## src/hw/rtl/assert_macros.svh

```systemverilog
// Assertion macros for the RTL files that check their own behavior.
`ifndef ASSERT_MACROS_SVH
`define ASSERT_MACROS_SVH

// Plain property check on the rising clock, muted while reset is asserted.
`define ASSERT_CLK(label, prop, msg) \
  label: assert property (@(posedge clk_i) disable iff (!rst_ni) (prop)) else $error(msg);

// Implication check: whenever cond holds, expr must hold in the same cycle.
`define ASSERT_IMPLY(label, cond, expr, msg) \
  label: assert property (@(posedge clk_i) disable iff (!rst_ni) (cond) |-> (expr)) \
    else $error(msg);

`endif

```

## src/hw/rtl/mefq_pkg.sv

```systemverilog
// Types, codes and helper functions shared by the MIDI event filter queue.
package mefq_pkg;

  // Input item kinds.
  localparam logic KIND_PUSH  = 1'b0;
  localparam logic KIND_DRAIN = 1'b1;

  // Upper nibble of the status byte for the message types that are kept.
  localparam logic [3:0] STAT_NOTE_OFF = 4'h8;
  localparam logic [3:0] STAT_NOTE_ON  = 4'h9;
  localparam logic [3:0] STAT_CTRL_CHG = 4'hB;

  // Depth of the command queue between the front and the back end.
  localparam int unsigned CMDQ_DEPTH = 2;
  localparam int unsigned CMDQ_IDX_W = 1;
  localparam int unsigned CMDQ_CNT_W = 2;

  typedef enum logic [2:0] {
    RES_PUSHED    = 3'd0,
    RES_FILTERED  = 3'd1,
    RES_DROPPED   = 3'd2,
    RES_DELIVERED = 3'd3,
    RES_EMPTY     = 3'd4,
    RES_FLUSHED   = 3'd5
  } res_code_e;

  typedef enum logic [1:0] {
    CLS_IGNORED  = 2'd0,
    CLS_NOTE_ON  = 2'd1,
    CLS_NOTE_OFF = 2'd2,
    CLS_CTRL_CHG = 2'd3
  } cls_e;

  // One ring entry: the three message bytes and the capture time.
  typedef struct packed {
    logic [7:0]  status;
    logic [7:0]  first;
    logic [7:0]  second;
    logic [63:0] ts;
  } entry_t;

  // One command handed from the front to the back end.
  typedef struct packed {
    logic   kind;
    cls_e   cls;
    entry_t msg;
  } cmd_t;

  // Command queue status.
  typedef struct packed {
    logic full;
    logic empty;
  } q_stat_t;

  // Back-end status seen by the top level.
  typedef struct packed {
    logic draining;
    logic pend;
  } eng_stat_t;

  // One result beat.
  typedef struct packed {
    res_code_e   code;
    cls_e        cls;
    logic [3:0]  channel;
    logic [6:0]  number;
    logic [6:0]  value;
    logic [7:0]  raw_status;
    logic [7:0]  raw_first;
    logic [7:0]  raw_second;
    logic [63:0] time_stamp;
    logic        last;
  } res_t;

  // Classify a message; a Note On with zero velocity counts as Note Off.
  function automatic cls_e classify(input logic [7:0] st, input logic [7:0] d2);
    cls_e cls;
    cls = CLS_IGNORED;
    if (st[7]) begin
      unique case (st[7:4])
        STAT_NOTE_ON:  cls = (d2[6:0] == 7'd0) ? CLS_NOTE_OFF : CLS_NOTE_ON;
        STAT_NOTE_OFF: cls = CLS_NOTE_OFF;
        STAT_CTRL_CHG: cls = CLS_CTRL_CHG;
        default:       cls = CLS_IGNORED;
      endcase
    end
    return cls;
  endfunction

  // Build a result beat from a message and its code.
  function automatic res_t make_result(input res_code_e code, input entry_t msg,
                                       input logic last);
    res_t r;
    cls_e cls;
    cls          = classify(msg.status, msg.second);
    r.code       = code;
    r.cls        = cls;
    r.channel    = msg.status[7] ? msg.status[3:0] : 4'd0;
    r.number     = (cls != CLS_IGNORED) ? msg.first[6:0] : 7'd0;
    r.value      = (cls != CLS_IGNORED) ? msg.second[6:0] : 7'd0;
    r.raw_status = msg.status;
    r.raw_first  = msg.first;
    r.raw_second = msg.second;
    r.time_stamp = msg.ts;
    r.last       = last;
    return r;
  endfunction

endpackage

```

## src/hw/rtl/mefq_cmd_queue.sv

```systemverilog
// Short command queue that decouples the front end from the ring engine.
module mefq_cmd_queue import mefq_pkg::*; (
  input  logic    clk_i,
  input  logic    rst_ni,
  input  logic    push_i,
  input  cmd_t    cmd_i,
  input  logic    pop_i,
  output cmd_t    cmd_o,
  output q_stat_t stat_o
);

  cmd_t                  slot_q [CMDQ_DEPTH];
  logic [CMDQ_IDX_W-1:0] wr_idx_q, wr_idx_d;
  logic [CMDQ_IDX_W-1:0] rd_idx_q, rd_idx_d;
  logic [CMDQ_CNT_W-1:0] cnt_q, cnt_d;

  assign stat_o.full  = (cnt_q == CMDQ_CNT_W'(CMDQ_DEPTH));
  assign stat_o.empty = (cnt_q == '0);
  assign cmd_o        = slot_q[rd_idx_q];

  // Pointer and fill count update.
  always_comb begin
    wr_idx_d = push_i ? wr_idx_q + 1'b1 : wr_idx_q;
    rd_idx_d = pop_i ? rd_idx_q + 1'b1 : rd_idx_q;
    cnt_d    = cnt_q;
    if (push_i && !pop_i) begin
      cnt_d = cnt_q + 1'b1;
    end else if (pop_i && !push_i) begin
      cnt_d = cnt_q - 1'b1;
    end
  end

  always_ff @(posedge clk_i or negedge rst_ni) begin
    if (!rst_ni) begin
      wr_idx_q <= '0;
      rd_idx_q <= '0;
      cnt_q    <= '0;
    end else begin
      wr_idx_q <= wr_idx_d;
      rd_idx_q <= rd_idx_d;
      cnt_q    <= cnt_d;
    end
  end

  // Command storage.
  always_ff @(posedge clk_i) begin
    if (push_i) begin
      slot_q[wr_idx_q] <= cmd_i;
    end
  end

endmodule

```

## config.mk

```make
export PLATFORM = sky130hd
export DESIGN_NAME = mefq_cmd_queue
export DESIGN_NICKNAME = d
export VERILOG_FILES = /design/src/hw/rtl/assert_macros.svh /design/src/hw/rtl/mefq_pkg.sv /design/src/hw/rtl/mefq_cmd_queue.sv
export SDC_FILE = /design/constraint.sdc
export NUM_CORES = 1
export LEC_CHECK = 0
export BUFFER_PORTS_ARGS = -buffer_cell sky130_fd_sc_hd__buf_2
export CAP_MARGIN = 25
export CORE_MARGIN = 5
export CORE_UTILIZATION = 50
export DETAILED_ROUTE_END_ITERATION = 10
export PLACE_DENSITY = 0.76
export SYNTH_ARGS = -nofsm -noshare
export SYNTH_HDL_FRONTEND = slang
export SYNTH_SLANG_ARGS = --single-unit
```

## constraint.sdc

```tcl
create_clock -name clk_i -period 7.85 [get_ports clk_i]
set_clock_uncertainty 0.05 [all_clocks]
set_input_delay 0.3925 -clock clk_i [delete_from_list [all_inputs] [get_ports clk_i]]
set_output_delay 0.3925 -clock clk_i [all_outputs]
set_load 0.03 [all_outputs]
```

=== Word level (Yosys, flattened, before mapping) ===
Memories as Yosys holds them, arrays and structs flattened.
Cells that the tools add are included.

* Output and inout port bits: 93
* Memories: 1
* Input port bits: 95
* Register bits after elaboration: 4
* Bits in writable memories: 182

* Mux-type cells: 4
* Eq/ne operators: 1
* Reductions and logical operators: 6
* $add $sub $neg: 4

{| class="wikitable"
|+ Memories
! name !! depth !! bits a word !! read ports !! clocked after memory_dff !! wr ports !! line !! source
|-
| slot_q || 2 || 91 || 1 || 0 || 1 || mefq_cmd_queue.sv:12 || <nowiki>cmd_t slot_q [CMDQ_DEPTH];</nowiki>
|}

{| class="wikitable"
|+ Operator list
! kind !! count
|-
| $mux W2 || 2
|-
| $add A1 B1 Y1 const B || 2
|-
| $add A2 B1 Y2 const B || 1
|-
| $eq A2 B2 Y1 const B || 1
|-
| $logic_and A1 B1 Y1 || 2
|-
| $logic_not A1 Y1 || 2
|-
| $logic_not A2 Y1 || 1
|-
| $mux W1 || 2
|-
| $reduce_bool A2 Y1 || 1
|-
| $sub A2 B1 Y2 const B || 1
|}

=== Longest topological paths before layout ===
* Word-level depth: 4
* Mapped depth: 5
* Depth with buffers taken out: 5

=== Least setup slack after synthesis ===
OpenSTA, ideal clock, no wires.

* Path kind: reg2reg
* From: reg wr_idx_q
* To: mem slot_q[0][0] in the netlist's numbering, enable pin
* Stages on the path, launching flop included: 2
* Library setup time: 552 ps
* Clock period less this slack: 5035 ps
* Slack: 2815 ps
* Arrival: 4433 ps
* Cells stage by stage: dfrtp_1 > nor2b_1

{| class="wikitable"
|+ RTL lines
! what !! line !! source
|-
| start, declared || mefq_cmd_queue.sv:13 || <nowiki>logic [CMDQ_IDX_W-1:0] wr_idx_q, wr_idx_d;</nowiki>
|-
| start signal, assigned || mefq_cmd_queue.sv:39 || <nowiki>wr_idx_q <= wr_idx_d;</nowiki>
|-
| end, declared || mefq_cmd_queue.sv:12 ||
|}

No word-level cell before the write port.

==> flow_summary.ini <==
[critical_path]
critPathKind = reg2out
arrival_ps = 2500
regToRegSetupSlack_ps = 5770
critPathCaptureType = output port
crit_slowest_cell = dfrtp_4
path_max_fanout = 53
cp_cell_sequence = buf_4, buf_16, mux2_2, buf_2
start_kind = flip-flop
required_ps = 7410
cp-startpoint = rd_idx_q
reg2reg_from = wr_idx_q
cpPeakStageDelay_ps = 830

[outcome]
outcome = finished clean

[global_route]
grt_pass1_vias = 3715
grt_usage = 0.150
grt_first_pass_wirelength_um = 18700
grt_antenna_before_repair = 2
gr-total-overflow = 0
grt_max_degree = 58

[sta]
hold_violations = 0
timing.final.crit_share = 0.375
setup_violations = 0
maxSlewViolCount = 0
setup_ws_ps = 4900
relSlewSlack = 0.482
tns_ps = 0
fmax_mhz = 339
grt_setup_unrepaired = false
min_period_ps = 2950
worstMarginPinSlew_ps = 777

[floorplanning]
die_h_um = 130
ioPinCount = 188
die-area_um2 = 16800
initial_core_util = 0.513
num_rows = 43
die_x_um = 130
core-area_um2 = 13900

[final_layout]
nFillCells = 1010
final_common_cell = buf_2
layout-drive-gt1-share = 0.605
final_area_um2 = 8770
nets = 597
final_cell_mix = buf_2, edfxtp_1, mux2_4
syn_to_final_growth_pct = 22.6
num_antenna_cells = 0

[hold_path]
hold_start = pop_i
worstHoldPathType = in2reg

[synth]
syn_area_um2 = 7150
syn_nets = 395
ys_seq_area_frac = 0.778
synth_top_area_cell = edfxtp_1
ys_types = 14
synth_area_leaders = edfxtp_1, mux2_4, buf_12
avgSynthCellArea_um2 = 23.9
yosys.area.top_type_share = 0.764
ys_ff_latch = 186
synth_cells = 299
ys.warnings.count = 0

[clocking]
post-cts-setup-buffers = 0
cts_resized = 0
cts_sinks = 186
cts_hold_buf = 1
cts-root-buf = clkbuf_16
clk_path_buf_depth = 2
h-tree-depth = 4
clkSlewWorstSetupHoldPaths_ps = 60
clk_latency_ps = 410
numCtsBuffers = 17
cts_tree = built

[power]
irDropWorstVdd_uv = 265
p_leak_nw = 3.55
p_total_mw = 3.47
p_per_area_nw_per_um2 = 395

[drt]
drt-vias-per-instance = 4.94
wirelength_um = 12400
drc = 0
drt_iter0_markers = 237
drt-pass1-iter-count = 5
num_vias = 3416
ant_nets = 0
wl_per_cell_um = 17.9

[place]
place_congestion = 0.695
dpl_cell_area_um2 = 8170
dp_hpwl_um = 8440
pre_cts_slack_ps = 5010
portBuffers = 187

[run]
maxCapViolCount = 0
==> path summary, 6_finish.rpt <==
path | cells past startpoint | endpoint
max | 4 | cmd_o[70]
min | 2 | rd_idx_q
max reg2reg | 2 | slot_q[1][41]
min reg2reg | 1 | cnt_q[1]
max in group asynchronous | 2 | rd_idx_q
min in group asynchronous | 2 | rd_idx_q
==> logic make-up (layout without fill, tap and decap cells) <==
group	count (synthesis)	count (layout)	synth area share
xor gates and xnor gates	5	5	0.00612
muxes	91	91	0.185
DFF	186	186	0.778
buffers and inverters	11	224	0.0252
and+or+nand+nor	5	5	0.00367
adders and majority gates	1	1	0.00175
==> through the flow <==
step | std cells | hold WS (ps) | util
after floorplan | 299 | 46.9 | -
after global placement | 659 | 154 | 0.587
after detailed placement | 659 | 155 | 0.587
after CTS | 690 | 86.3 | 0.626
after global routing | 692 | 93.8 | 0.629
final | 692 | 110 | 0.629
==> synthesized netlist by cell type <==
library cell  number
ha_1               1
dfrtp_1            4
buf_2              1
inv_1              1
mux2_2            11
mux2_4            80
and2_1             1
xnor2_1            1
nor2b_1            2
buf_6              1
buf_12             8
xor2_1             4
edfxtp_1         182
nor2_1             2
==> cell type report <==
type                    count  area (um^2)  area share
repair buffers            193         1020       0.116
flip-flops and latches    186         5570       0.635
inverters                   1         3.75    0.000428
clock inverters            10          103      0.0117
clock buffers              20          437      0.0498
well taps                 180          225      0.0257
multi-input cells         102         1420       0.162
==> power by group <==
group	switching, mW	internal, mW	total, mW	leakage (nW)
clock network	0.325	0.461	0.786	0.262
registers	0.0965	1.32	1.42	1.75
logic	0.755	0.508	1.26	1.53
==> worst max-delay path: cells and delay by family (launching register included) <==
family | cells | cell delay [ps]
muxes | 1 | 380
DFF | 1 | 830
buffers and inverters | 3 | 800
==> layer usage <==
| metal | vias up | track usage | wire, um |
|---|---|---|---|
| li1 | 1588 | - | - |
| met1 | 1671 | 0.177 | 4840 |
| met2 | 135 | 0.252 | 6210 |
| met3 | 18 | 0.0540 | 1170 |
| met4 | 4 | 0.0568 | 165 |
| met5 | - | 0 | 21 |
==> sequential cells by signal, indices dropped and copies added, names as in the netlist <==
register / flops
cnt_q: 2
slot_q: 182
rd_idx_q: 1
wr_idx_q: 1
Power figures use the tool's default switching activity.
