### config.mk
export PLATFORM = sky130hd
export DESIGN_NAME = mefq_front
export DESIGN_NICKNAME = d
export VERILOG_FILES = /design/src/hw/rtl/assert_macros.svh /design/src/hw/rtl/mefq_pkg.sv /design/src/hw/rtl/mefq_front.sv
export SDC_FILE = /design/constraint.sdc
export NUM_CORES = 1
export LEC_CHECK = 0
export ABC_AREA = 1
export BUFFER_PORTS_ARGS = -buffer_cell sky130_fd_sc_hd__buf_2
export CAP_MARGIN = 40
export CORE_MARGIN = 10
export CORE_UTILIZATION = 22
export CTS_BUF_LIST = sky130_fd_sc_hd__clkbuf_8 sky130_fd_sc_hd__clkbuf_16
export CTS_CLUSTER_SIZE = 25
export DETAILED_ROUTE_END_ITERATION = 7
export PLACE_DENSITY = 0.81
export SKIP_CTS_REPAIR_TIMING = 1
export SYNTH_ARGS = -nofsm -noshare
export SYNTH_HDL_FRONTEND = slang
export SYNTH_SLANG_ARGS = --single-unit
### constraint.sdc
create_clock -name clk_i -period 0.9 [get_ports clk_i]
set_input_delay 0.18 -clock clk_i [delete_from_list [all_inputs] [get_ports clk_i]]
set_output_delay 0.18 -clock clk_i [all_outputs]
set_load 0.005 [all_outputs]
### src/hw/rtl/assert_macros.svh
// Assertion macros for the RTL files that check their own behavior.
`ifndef ASSERT_MACROS_SVH
`define ASSERT_MACROS_SVH

// Plain property check on the rising clock, muted while reset is asserted.
`define ASSERT_CLK(label, prop, msg) \
  label: assert property (@(posedge clk_i) disable iff (!rst_ni) (prop)) else $error(msg);

// Implication check: whenever cond holds, expr must hold in the same cycle.
`define ASSERT_IMPLY(label, cond, expr, msg) \
  label: assert property (@(posedge clk_i) disable iff (!rst_ni) (cond) |-> (expr)) \
    else $error(msg);

`endif

### src/hw/rtl/mefq_pkg.sv
// Types, codes and helper functions shared by the MIDI event filter queue.
package mefq_pkg;

  // Input item kinds.
  localparam logic KIND_PUSH  = 1'b0;
  localparam logic KIND_DRAIN = 1'b1;

  // Upper nibble of the status byte for the message types that are kept.
  localparam logic [3:0] STAT_NOTE_OFF = 4'h8;
  localparam logic [3:0] STAT_NOTE_ON  = 4'h9;
  localparam logic [3:0] STAT_CTRL_CHG = 4'hB;

  // Depth of the command queue between the front and the back end.
  localparam int unsigned CMDQ_DEPTH = 2;
  localparam int unsigned CMDQ_IDX_W = 1;
  localparam int unsigned CMDQ_CNT_W = 2;

  typedef enum logic [2:0] {
    RES_PUSHED    = 3'd0,
    RES_FILTERED  = 3'd1,
    RES_DROPPED   = 3'd2,
    RES_DELIVERED = 3'd3,
    RES_EMPTY     = 3'd4,
    RES_FLUSHED   = 3'd5
  } res_code_e;

  typedef enum logic [1:0] {
    CLS_IGNORED  = 2'd0,
    CLS_NOTE_ON  = 2'd1,
    CLS_NOTE_OFF = 2'd2,
    CLS_CTRL_CHG = 2'd3
  } cls_e;

  // One ring entry: the three message bytes and the capture time.
  typedef struct packed {
    logic [7:0]  status;
    logic [7:0]  first;
    logic [7:0]  second;
    logic [63:0] ts;
  } entry_t;

  // One command handed from the front to the back end.
  typedef struct packed {
    logic   kind;
    cls_e   cls;
    entry_t msg;
  } cmd_t;

  // Command queue status.
  typedef struct packed {
    logic full;
    logic empty;
  } q_stat_t;

  // Back-end status seen by the top level.
  typedef struct packed {
    logic draining;
    logic pend;
  } eng_stat_t;

  // One result beat.
  typedef struct packed {
    res_code_e   code;
    cls_e        cls;
    logic [3:0]  channel;
    logic [6:0]  number;
    logic [6:0]  value;
    logic [7:0]  raw_status;
    logic [7:0]  raw_first;
    logic [7:0]  raw_second;
    logic [63:0] time_stamp;
    logic        last;
  } res_t;

  // Classify a message; a Note On with zero velocity counts as Note Off.
  function automatic cls_e classify(input logic [7:0] st, input logic [7:0] d2);
    cls_e cls;
    cls = CLS_IGNORED;
    if (st[7]) begin
      unique case (st[7:4])
        STAT_NOTE_ON:  cls = (d2[6:0] == 7'd0) ? CLS_NOTE_OFF : CLS_NOTE_ON;
        STAT_NOTE_OFF: cls = CLS_NOTE_OFF;
        STAT_CTRL_CHG: cls = CLS_CTRL_CHG;
        default:       cls = CLS_IGNORED;
      endcase
    end
    return cls;
  endfunction

  // Build a result beat from a message and its code.
  function automatic res_t make_result(input res_code_e code, input entry_t msg,
                                       input logic last);
    res_t r;
    cls_e cls;
    cls          = classify(msg.status, msg.second);
    r.code       = code;
    r.cls        = cls;
    r.channel    = msg.status[7] ? msg.status[3:0] : 4'd0;
    r.number     = (cls != CLS_IGNORED) ? msg.first[6:0] : 7'd0;
    r.value      = (cls != CLS_IGNORED) ? msg.second[6:0] : 7'd0;
    r.raw_status = msg.status;
    r.raw_first  = msg.first;
    r.raw_second = msg.second;
    r.time_stamp = msg.ts;
    r.last       = last;
    return r;
  endfunction

endpackage

### src/hw/rtl/mefq_front.sv
// Front end: accepts items, classifies messages and holds the delivery register.
module mefq_front import mefq_pkg::*; (
  input  logic        clk_i,
  input  logic        rst_ni,
  input  logic        start_i,
  input  logic        kind_i,
  input  logic [7:0]  status_byte_i,
  input  logic [7:0]  first_data_i,
  input  logic [7:0]  second_data_i,
  input  logic [63:0] timestamp_us_i,
  input  logic        cfg_we_i,
  input  logic        cfg_wdata_i,
  input  q_stat_t     q_stat_i,
  output logic        busy_o,
  output logic        push_o,
  output cmd_t        cmd_o,
  output logic        deliver_o
);

  logic deliver_q;

  // Delivery enable register.
  always_ff @(posedge clk_i or negedge rst_ni) begin
    if (!rst_ni) begin
      deliver_q <= 1'b0;
    end else if (cfg_we_i) begin
      deliver_q <= cfg_wdata_i;
    end
  end

  // An item is taken whenever the command queue has room.
  assign busy_o = q_stat_i.full;
  assign push_o = start_i && !q_stat_i.full;

  // Classify the message and form the command.
  always_comb begin
    cmd_o.kind       = kind_i;
    cmd_o.cls        = (kind_i == KIND_PUSH) ? classify(status_byte_i, second_data_i)
                                             : CLS_IGNORED;
    cmd_o.msg.status = status_byte_i;
    cmd_o.msg.first  = first_data_i;
    cmd_o.msg.second = second_data_i;
    cmd_o.msg.ts     = timestamp_us_i;
  end

  assign deliver_o = deliver_q;

endmodule

### Word level (Yosys, flattened, before mapping)

Cells that the tools add are included.

| word-level totals | value |
|---|---|
| register bits | 1 |
| input port bits | 96 |
| output and inout bits | 94 |

| operators by class | value |
|---|---|
| eq/ne operators | 3 |
| muxes and demuxes | 4 |
| reduce and logical (&&, ||, !) cells | 3 |

Operators with widths:

| kind | number |
|---|---|
| $eq A4 B4 Y1 const B | 3 |
| $logic_not A7 Y1 | 1 |
| $mux W2 | 3 |
| $pmux W2 S3 | 1 |
| $logic_and A1 B1 Y1 | 1 |
| $logic_not A1 Y1 | 1 |

### Longest topological paths before layout

Gate-level depths: netlist (run 1).

| logic depth | value |
|---|---|
| depth after elaboration | 5 |
| mapped depth | 5 |

### Worst setup path after synthesis (run 1)

Ideal clock, no wire load.

| timing path | value |
|---|---|
| kind | in2out |
| from | input port second_data_i[5] |
| to | output port cmd_o[89] (netlist bit) |
| arrival | 566 ps |
| slack | 154 ps |
| stages on the path | 5 |
| cell sequence | nor2_1 nand2_1 nor2_2 nor2_1 nor2_1 |

RTL lines:

| what | RTL line | text |
|---|---|---|
| start: declaration | mefq_front.sv:9 | `input logic [7:0] second_data_i,` |
| end: declaration | mefq_front.sv:16 | `output cmd_t cmd_o,` |

==> flow_summary.toml, run 1 <==
[setup_path]
reg2reg_slack_ns = 0.17
ordered_list_of_cells_on_the_worst_path = "buf_6 > nor2_2 > nand2_1 > nor2_2 > nor2_1 > nor2_1 > buf_2"
critical_path.reg2reg.startpoint = "deliver_o$_DFFE_PN0P_"
critical-path-top-delay-family = "simple AND/OR/NAND/NOR gates"
regToRegEndpoint = "deliver_o$_DFFE_PN0P_"
delay_contributed_by_the_slowest_stage_of_the_critical_path_ns = 0.12
arrival_ns = 0.82
critical_path_class = "in -> out"
critical-path-slowest-cell = "nor2_2"
crit_required_ns = 0.72
cp-start-kind = "input port"
critical_path.max_fanout = 2
worstSetupEndpointType = "output port"
crit_buf_inv = 2
ff2ff_path_depth = 1

[outcome]
status = "finished, violations left"
failed_checks = "negative setup slack"

[cts]
insertion_delay_ns = 0

[floorplan]
fp.dieW_um = 79.7
num_io_pins = 190
initial_utilization = 0.231
design.die.area_um2 = 6350
row_count = 21
fp.dieH_um = 79.7
core-area_um2 = 3390

[power]
power.density_cell_area_nw_per_um2 = 479
vdd.ir_drop.worst_mv = 0.155
cellLeakagePower_uw = 0.000211
power.total_uw = 191

[drt]
drt-initial-drc-count = 1
detailroute.via_count = 399
finalWirelength_um = 1630
drt-vias-per-instance = 3.99
detail_route.wl_per_cell_um = 16.3
first_pass_iters = 2
drt_drc_violations_left = 0
final_antenna_net_count = 0

[worst_hold_path]
hold_path_startpoint = "timestamp_us_i[32]"
worst_hold_path.endpoint = "cmd_o[32]"
worst_hold_check_path_type = "in -> out"
holdPathStages = 0

[timing]
slew_viol_final = 0
finalClockSkew_ns = 0
finalHoldViolCount = 0
min_period_over_period = 1.11
slew-limit-headroom = 0.903
setup_viol = 2
setup_ws_ns = -0.0965
tightestPinTransition_ns = 0.145
hold_slack_ns = 0.360
fmaxAchievable_mhz = 1000
rsz0062_at_grt = "true"
period_needed_ns = 0.997

[synthesis]
synth-xor-area-share = 0
synthesis.instances = 109
synth_largest_type_area_fraction = 0.861
synthSimpleGateAreaFrac = 0.0622
yosys.cell_count.top_type = "buf_4"
post_synth_fa_ha_maj_area_fraction = 0
synth_mux_area_frac = 0.0144
syn-num-nets = 205
netlist_area_um2 = 785
yosys-top-cells-area = "buf_4 (86%), nor2_1 (3.3%), dfrtp_1 (3.2%)"
synth_enable_flop_cells = 0
synth_cell_type_count = 10
yosys_warnings = 0
yosysSeqAreaShare = 0.0319
synth_commonest_cells = "buf_4 (90), nor2_1 (7), inv_1 (3), nand2_1 (3)"
post-synth-top-area-cell = "buf_4"
synth.ff_latch_count = 1
synth_compound_area_frac = 0.0159
synth_area_per_cell_um2 = 7.20
synth_top_family_by_area = "buffers and inverters"
dominantRegCellSynth = "dfrtp_1"
ys_async_sr_fraction = 1.00

[global_route]
grt_util_met3 = 0.0507
grt_max_degree = 5
grt_use_total = 0.0397
globalRouteOverflowTotal = 0
grt_use_met1 = 0.0127
grt_most_used_layer = "met4"
wire_length_of_the_first_global_routing_pass_um = 2110
gr-usage-met2 = 0.0550
vias_in_the_first_global_route = 420
antenna_found_initial = 0

[placed_design]
numPlacedInstances = 99
gpl.final_weighted_congestion = 0.760
placement.io_buffers = 34
postPlaceCellArea_um2 = 337
post-dp-hpwl_um = 1370

[final_layout]
postLayoutCoreUtil = 0.118
num-nets-final = 152
largest_register_ffs = 1
areaGrowthSynthToFinish_pct = -49.1
postLayoutCellArea_um2 = 399
finalNonFillerCells = 100
num_antenna_cells = 0
drive_above_1_share = 0.741

[flow_run]
maxCapViolations = 0
cell type report:
type,instances,area [um2]
fill,379,2990
inverter,3,11.3
timing repair buffer,35,218
tap,46,57.6
sequential,1,25.0
multi-input combinational,15,87.6
cells by family (layout without fill, tap and decap cells):
kind of cell,count (synthesis),after routing
AND/OR/NAND/NOR,12,12
buffers and inverters,93,38
multiplexers,1,1
AO/OA/AOI/OAI,2,2
flip-flops,1,1
through the flow:
stage | setup slack [ns] | setup TNS, ns
2_1_floorplan | 0.154 | 0
3_3_place_gp | -0.0949 | -0.151
3_5_place_dp | -0.0936 | -0.140
4_1_cts | -0.0959 | -0.145
5_1_grt | -0.145 | -0.200
6_report | -0.0965 | -0.125
placed cells by master (no fill, tap or decap), drive strengths merged:
cell / count
a21oi: 1
buf: 34
dfrtp: 1
dlygate4sd3: 1
inv: 3
mux2: 1
nand2: 3
nand3: 1
nor2: 8
o211ai: 1
how the worst max path moves through the flow:
stage / start / end / slack [ns] / cells past startpoint
3_3_place_gp: second_data_i[5] / cmd_o[89] / -0.09 / 7
5_1_grt: second_data_i[0] / cmd_o[89] / -0.15 / 7
4_1_cts: second_data_i[5] / cmd_o[89] / -0.1 / 7
2_1_floorplan: second_data_i[5] / cmd_o[89] / 0.15 / 5
3_5_place_dp: second_data_i[5] / cmd_o[89] / -0.09 / 7
6_report: second_data_i[0] / cmd_o[89] / -0.1 / 7
metal layers:
metal | vias up | part of all wire
met1 | 141 | 0.18
met5 | - | 0
met2 | 83 | 0.39
met3 | 42 | 0.28
met4 | 0 | 0.15
li1 | 133 | -
power breakdown:
| group | switching [uW] | internal, uW | leakage, uW |
|---|---|---|---|
| Combinational | 54.9 | 83.8 | 0.000199 |
| Clock | 0 | 0 | 0 |
| Sequential | 2.01 | 50.3 | 0.0000117 |
| Total | 56.9 | 134 | 0.000211 |
Note: power is estimated with default switching activity, not from simulation.
==> run 2: changes to the inputs <==
- BUFFER_PORTS_ARGS: -buffer_cell sky130_fd_sc_hd__buf_2 -> not set
- CORE_AREA: not set -> 10 10 66 68
- CORE_MARGIN: 10 -> not set
- CORE_UTILIZATION: 22 -> not set
- DIE_AREA: not set -> 0 0 76 78
- DONT_BUFFER_PORTS: not set -> 1
- PLACE_DENSITY: 0.81 -> not set
==> flow_summary.toml, run 2 (synthesis gave the netlist of run 1 again) <==
[setup_path]
critical-path-slowest-cell = "nor2_1"
timing.critical_path.mode_cell = "nor2_1"
crit_buf_inv = 0
delay_contributed_by_the_slowest_stage_of_the_critical_path_ns = 0.14
critical-path-top-delay-family = "simple AND/OR/NAND/NOR gates"
cp-start-kind = "input port"
critical_path_class = "in -> out"
ordered_list_of_cells_on_the_worst_path = "nor2_2 > nand2_2 > nor2_4 > nor2_1 > nor2_1"
crit_required_ns = 0.72
arrival_ns = 0.64
worstSetupEndpointType = "output port"
critical_path.max_fanout = 2

[timing]
tightestPinTransition_ns = 0.213
slew_viol_final = 0
min_period_over_period = 0.906
finalClockSkew_ns = 0
fmaxAchievable_mhz = 1230
finalHoldViolCount = 0
period_needed_ns = 0.816
setup_viol = 0
slew-limit-headroom = 0.859

[drt]
detailroute.wirelength.met3_um = 530
wl_met1_um = 239
drt-vias-per-instance = 3.52
detailroute.via_count = 232
top_layer_used = "met4"
met2WireLength_um = 606
first_pass_iters = 1
finalWirelength_um = 1610
drt-initial-drc-count = 0
drt_drc_violations_left = 0
detail_route.wl_per_cell_um = 24.3
final_antenna_net_count = 0

[final_layout]
largest_register_ffs = 1
drive_above_1_share = 0.300
final_cell_mix = "nor2_1 (4), inv_1 (3), nor2_2 (2), nand2_1 (2), nor2_4 (2)"
areaGrowthSynthToFinish_pct = -75.0
num-nets-final = 118
multi_input_area_um2 = 92.6
postLayoutCellArea_um2 = 196
layout.cells.most_common = "nor2_1"
filler_cell_count = 364
num_antenna_cells = 0
seqCellArea_um2 = 25.0

[power]
cellLeakagePower_uw = 0.0000607
power.total_uw = 86.0
power.density_cell_area_nw_per_um2 = 438
vdd.ir_drop.worst_mv = 0.157

[global_route]
wire_length_of_the_first_global_routing_pass_um = 1920
globalRouteOverflowTotal = 0
grt_use_total = 0.0409
antenna_found_initial = 0
grt_max_degree = 5
vias_in_the_first_global_route = 248

[floorplan]
fp.dieH_um = 78
design.die.area_um2 = 5930
initial_utilization = 0.247
core-area_um2 = 3180
num_io_pins = 190
fp.dieW_um = 76
row_count = 21

[flow_run]
maxCapViolations = 0

[worst_hold_path]
worst_hold_check_path_type = "in -> reg"

[placed_design]
post-dp-hpwl_um = 1420
postPlaceCellArea_um2 = 166
gpl.final_weighted_congestion = 0.657
placement.io_buffers = 0

[cts]
clkSlewWorstSetupHoldPaths_ns = 0
insertion_delay_ns = 0

[outcome]
status = "complete, no violations"
[run 2: layout make-up]
type	instances	area share
multi-input cells	15	0.471
well taps	46	0.293
flip-flops and latches	1	0.127
inverters	3	0.0573
repair buffers	1	0.0510
[run 2: per-layer routing]
metal,vias to the layer above,GRT usage
met2,56,0.0561
met4,0,0.0644
met3,32,0.0588
met5,-,0
li1,64,-
met1,80,0.0143
[run 2: final timing paths]
check                      slack, ns                     to                  start  cells after the start
max                             0.08              cmd_o[89]       second_data_i[1]                      5
min                             0.33  deliver_o$_DFFE_PN0P_            cfg_wdata_i                      1
max reg2reg                     0.14  deliver_o$_DFFE_PN0P_  deliver_o$_DFFE_PN0P_                      1
min reg2reg                     0.53  deliver_o$_DFFE_PN0P_  deliver_o$_DFFE_PN0P_                      1
max in group asynchronous       0.40  deliver_o$_DFFE_PN0P_                 rst_ni                      1
min in group asynchronous       0.40  deliver_o$_DFFE_PN0P_                 rst_ni                      1
[run 2: per-stage QoR]
step / util / setup TNS (ns) / hold slack, ns / setup WS (ns) / cells
after floorplan: - / 0 / -0.116 / 0.154 / 109
after global placement: 0.0523 / 0 / -0.116 / 0.0864 / 65
after detailed placement: 0.0523 / 0 / -0.116 / 0.0521 / 65
after CTS: 0.0523 / 0 / -0.116 / 0.0505 / 65
after global routing: 0.0618 / -0.00472 / 0.343 / -0.00472 / 66
final: 0.0618 / 0 / 0.334 / 0.0845 / 66
[run 2: power by group]
group / switching, uW / internal [uW]
combinational: 15.0 / 17.3
clock: 0 / 0
sequential: 3.35 / 50.4
total: 18.3 / 67.6
==> run 3: changes to the inputs <==
- REMOVE_ABC_BUFFERS: not set -> 1
- clock period: 0.9 -> 0.8 ns (I/O delays scaled with it)
==> flow_summary.toml, run 3 (synthesis gave the netlist of run 1 again) <==
[global_route]
grt_most_used_layer = "met2"
grt_util_met3 = 0.421
wire_length_of_the_first_global_routing_pass_um = 8220
globalRouteOverflowTotal = 0
gr-usage-met2 = 0.473
vias_in_the_first_global_route = 285
antenna_found_initial = 0
grt_use_met1 = 0.0241
grt_use_total = 0.228
grt_max_degree = 5

[cts]
clkSlewWorstSetupHoldPaths_ns = 0
insertion_delay_ns = 0

[timing]
tightestPinTransition_ns = 0.236
slew-limit-headroom = 0.843
period_needed_ns = 0.765
slew_viol_final = 0
min_period_over_period = 0.956
finalHoldViolCount = 0
setup_ws_ns = 0.0351
finalClockSkew_ns = 0
rsz0062_at_grt = "true"
fmaxAchievable_mhz = 1310
setup_viol = 0
finalSetupTns_ns = 0

[setup_path]
reg2reg_slack_ns = 0.07
critical_path_class = "in -> out"
ff2ff_path_depth = 1
arrival_ns = 0.60
regToRegEndpoint = "deliver_o$_DFFE_PN0P_"
worstSetupEndpointType = "output port"
cp-start-kind = "input port"
critical_path.reg2reg.startpoint = "deliver_o$_DFFE_PN0P_"
critical_path.max_fanout = 2
crit_required_ns = 0.64

[drt]
drt_drc_violations_left = 0
drt-vias-per-instance = 4.51
detail_route.wl_per_cell_um = 109
finalWirelength_um = 7320
drt-initial-drc-count = 26
first_pass_iters = 4
detailroute.via_count = 302
final_antenna_net_count = 0

[placed_design]
gpl.final_weighted_congestion = 1.01
dp_slack_ns = -0.0307
postPlaceCellArea_um2 = 174
placement.io_buffers = 0

[final_layout]
num_antenna_cells = 0
final_cell_mix = "nor2_2 (3), inv_1 (3), nor2_4 (3)"
num-nets-final = 119
filler_cell_count = 374
postLayoutCellArea_um2 = 216
largest_register_ffs = 1
drive_above_1_share = 0.476
areaGrowthSynthToFinish_pct = -72.4

[outcome]
status = "complete, no violations"

[floorplan]
design.die.area_um2 = 5930
row_count = 21
num_io_pins = 190
core-area_um2 = 3180
fp.dieW_um = 76
fp.dieH_um = 78
initial_utilization = 0.247

[power]
cellLeakagePower_uw = 0.0000674
power.density_cell_area_nw_per_um2 = 502
vdd.ir_drop.worst_mv = 0.263

[worst_hold_path]
worst_hold_path.endpoint = "deliver_o$_DFFE_PN0P_"
hold_path_startpoint = "cfg_wdata_i"
holdPathStages = 1
worst_hold_check_path_type = "in -> reg"

[flow_run]
maxCapViolations = 0
run 3: per-stage QoR:
| stage | power, uW | std cells | hold WS [ns] | util |
|---|---|---|---|---|
| 2_1_floorplan | 83.1 | 19 | -0.136 | - |
| 3_3_place_gp | 95.2 | 66 | -0.136 | 0.0547 |
| 3_5_place_dp | 96.2 | 66 | -0.136 | 0.0547 |
| 4_1_cts | 96.2 | 66 | -0.136 | 0.0547 |
| 5_1_grt | 115 | 67 | 0.320 | 0.0681 |
| 6_report | 109 | 67 | 0.315 | 0.0681 |
run 3: worst max-delay path, stage by stage:
cell     delay (ns)
nor2_4         0.08
nand2_2        0.07
nor2_4         0.13
nor2_2         0.05
nor2_2         0.11
run 3: power by group:
part | switching, uW | total, uW | internal [uW]
Clock | 0 | 0 | 0
Combinational | 22.2 | 49.5 | 27.3
Sequential | 2.54 | 59.1 | 56.6
run 3: how the worst max path moves through the flow:
stage	slack, ns	from	cells after the start	endpoint
CTS	-0.03	second_data_i[5]	5	cmd_o[89]
global route	-0.04	second_data_i[5]	5	cmd_o[89]
global placement	-0.02	second_data_i[5]	5	cmd_o[89]
detailed placement	-0.03	second_data_i[5]	5	cmd_o[89]
floorplan	0.06	deliver_o$_DFFE_PN0P_	1	deliver_o$_DFFE_PN0P_
finish	0.04	second_data_i[1]	5	cmd_o[89]
run 3: metal layers:
| metal | vias up | wire length [um] | part of all wire |
|---|---|---|---|
| met5 | - | 40 | 0.0055 |
| met4 | 2 | 13 | 0.0018 |
| met3 | 6 | 2680 | 0.37 |
| met2 | 159 | 4270 | 0.58 |
| met1 | 72 | 322 | 0.044 |
| li1 | 63 | - | - |
run 3: cell type report:
cell class | count | area (um2) | area share
timing repair buffer | 2 | 17.5 | 0.0809
multi-input combinational | 15 | 105 | 0.486
sequential | 1 | 25.0 | 0.116
inverter | 3 | 11.3 | 0.0520
tap | 46 | 57.6 | 0.266
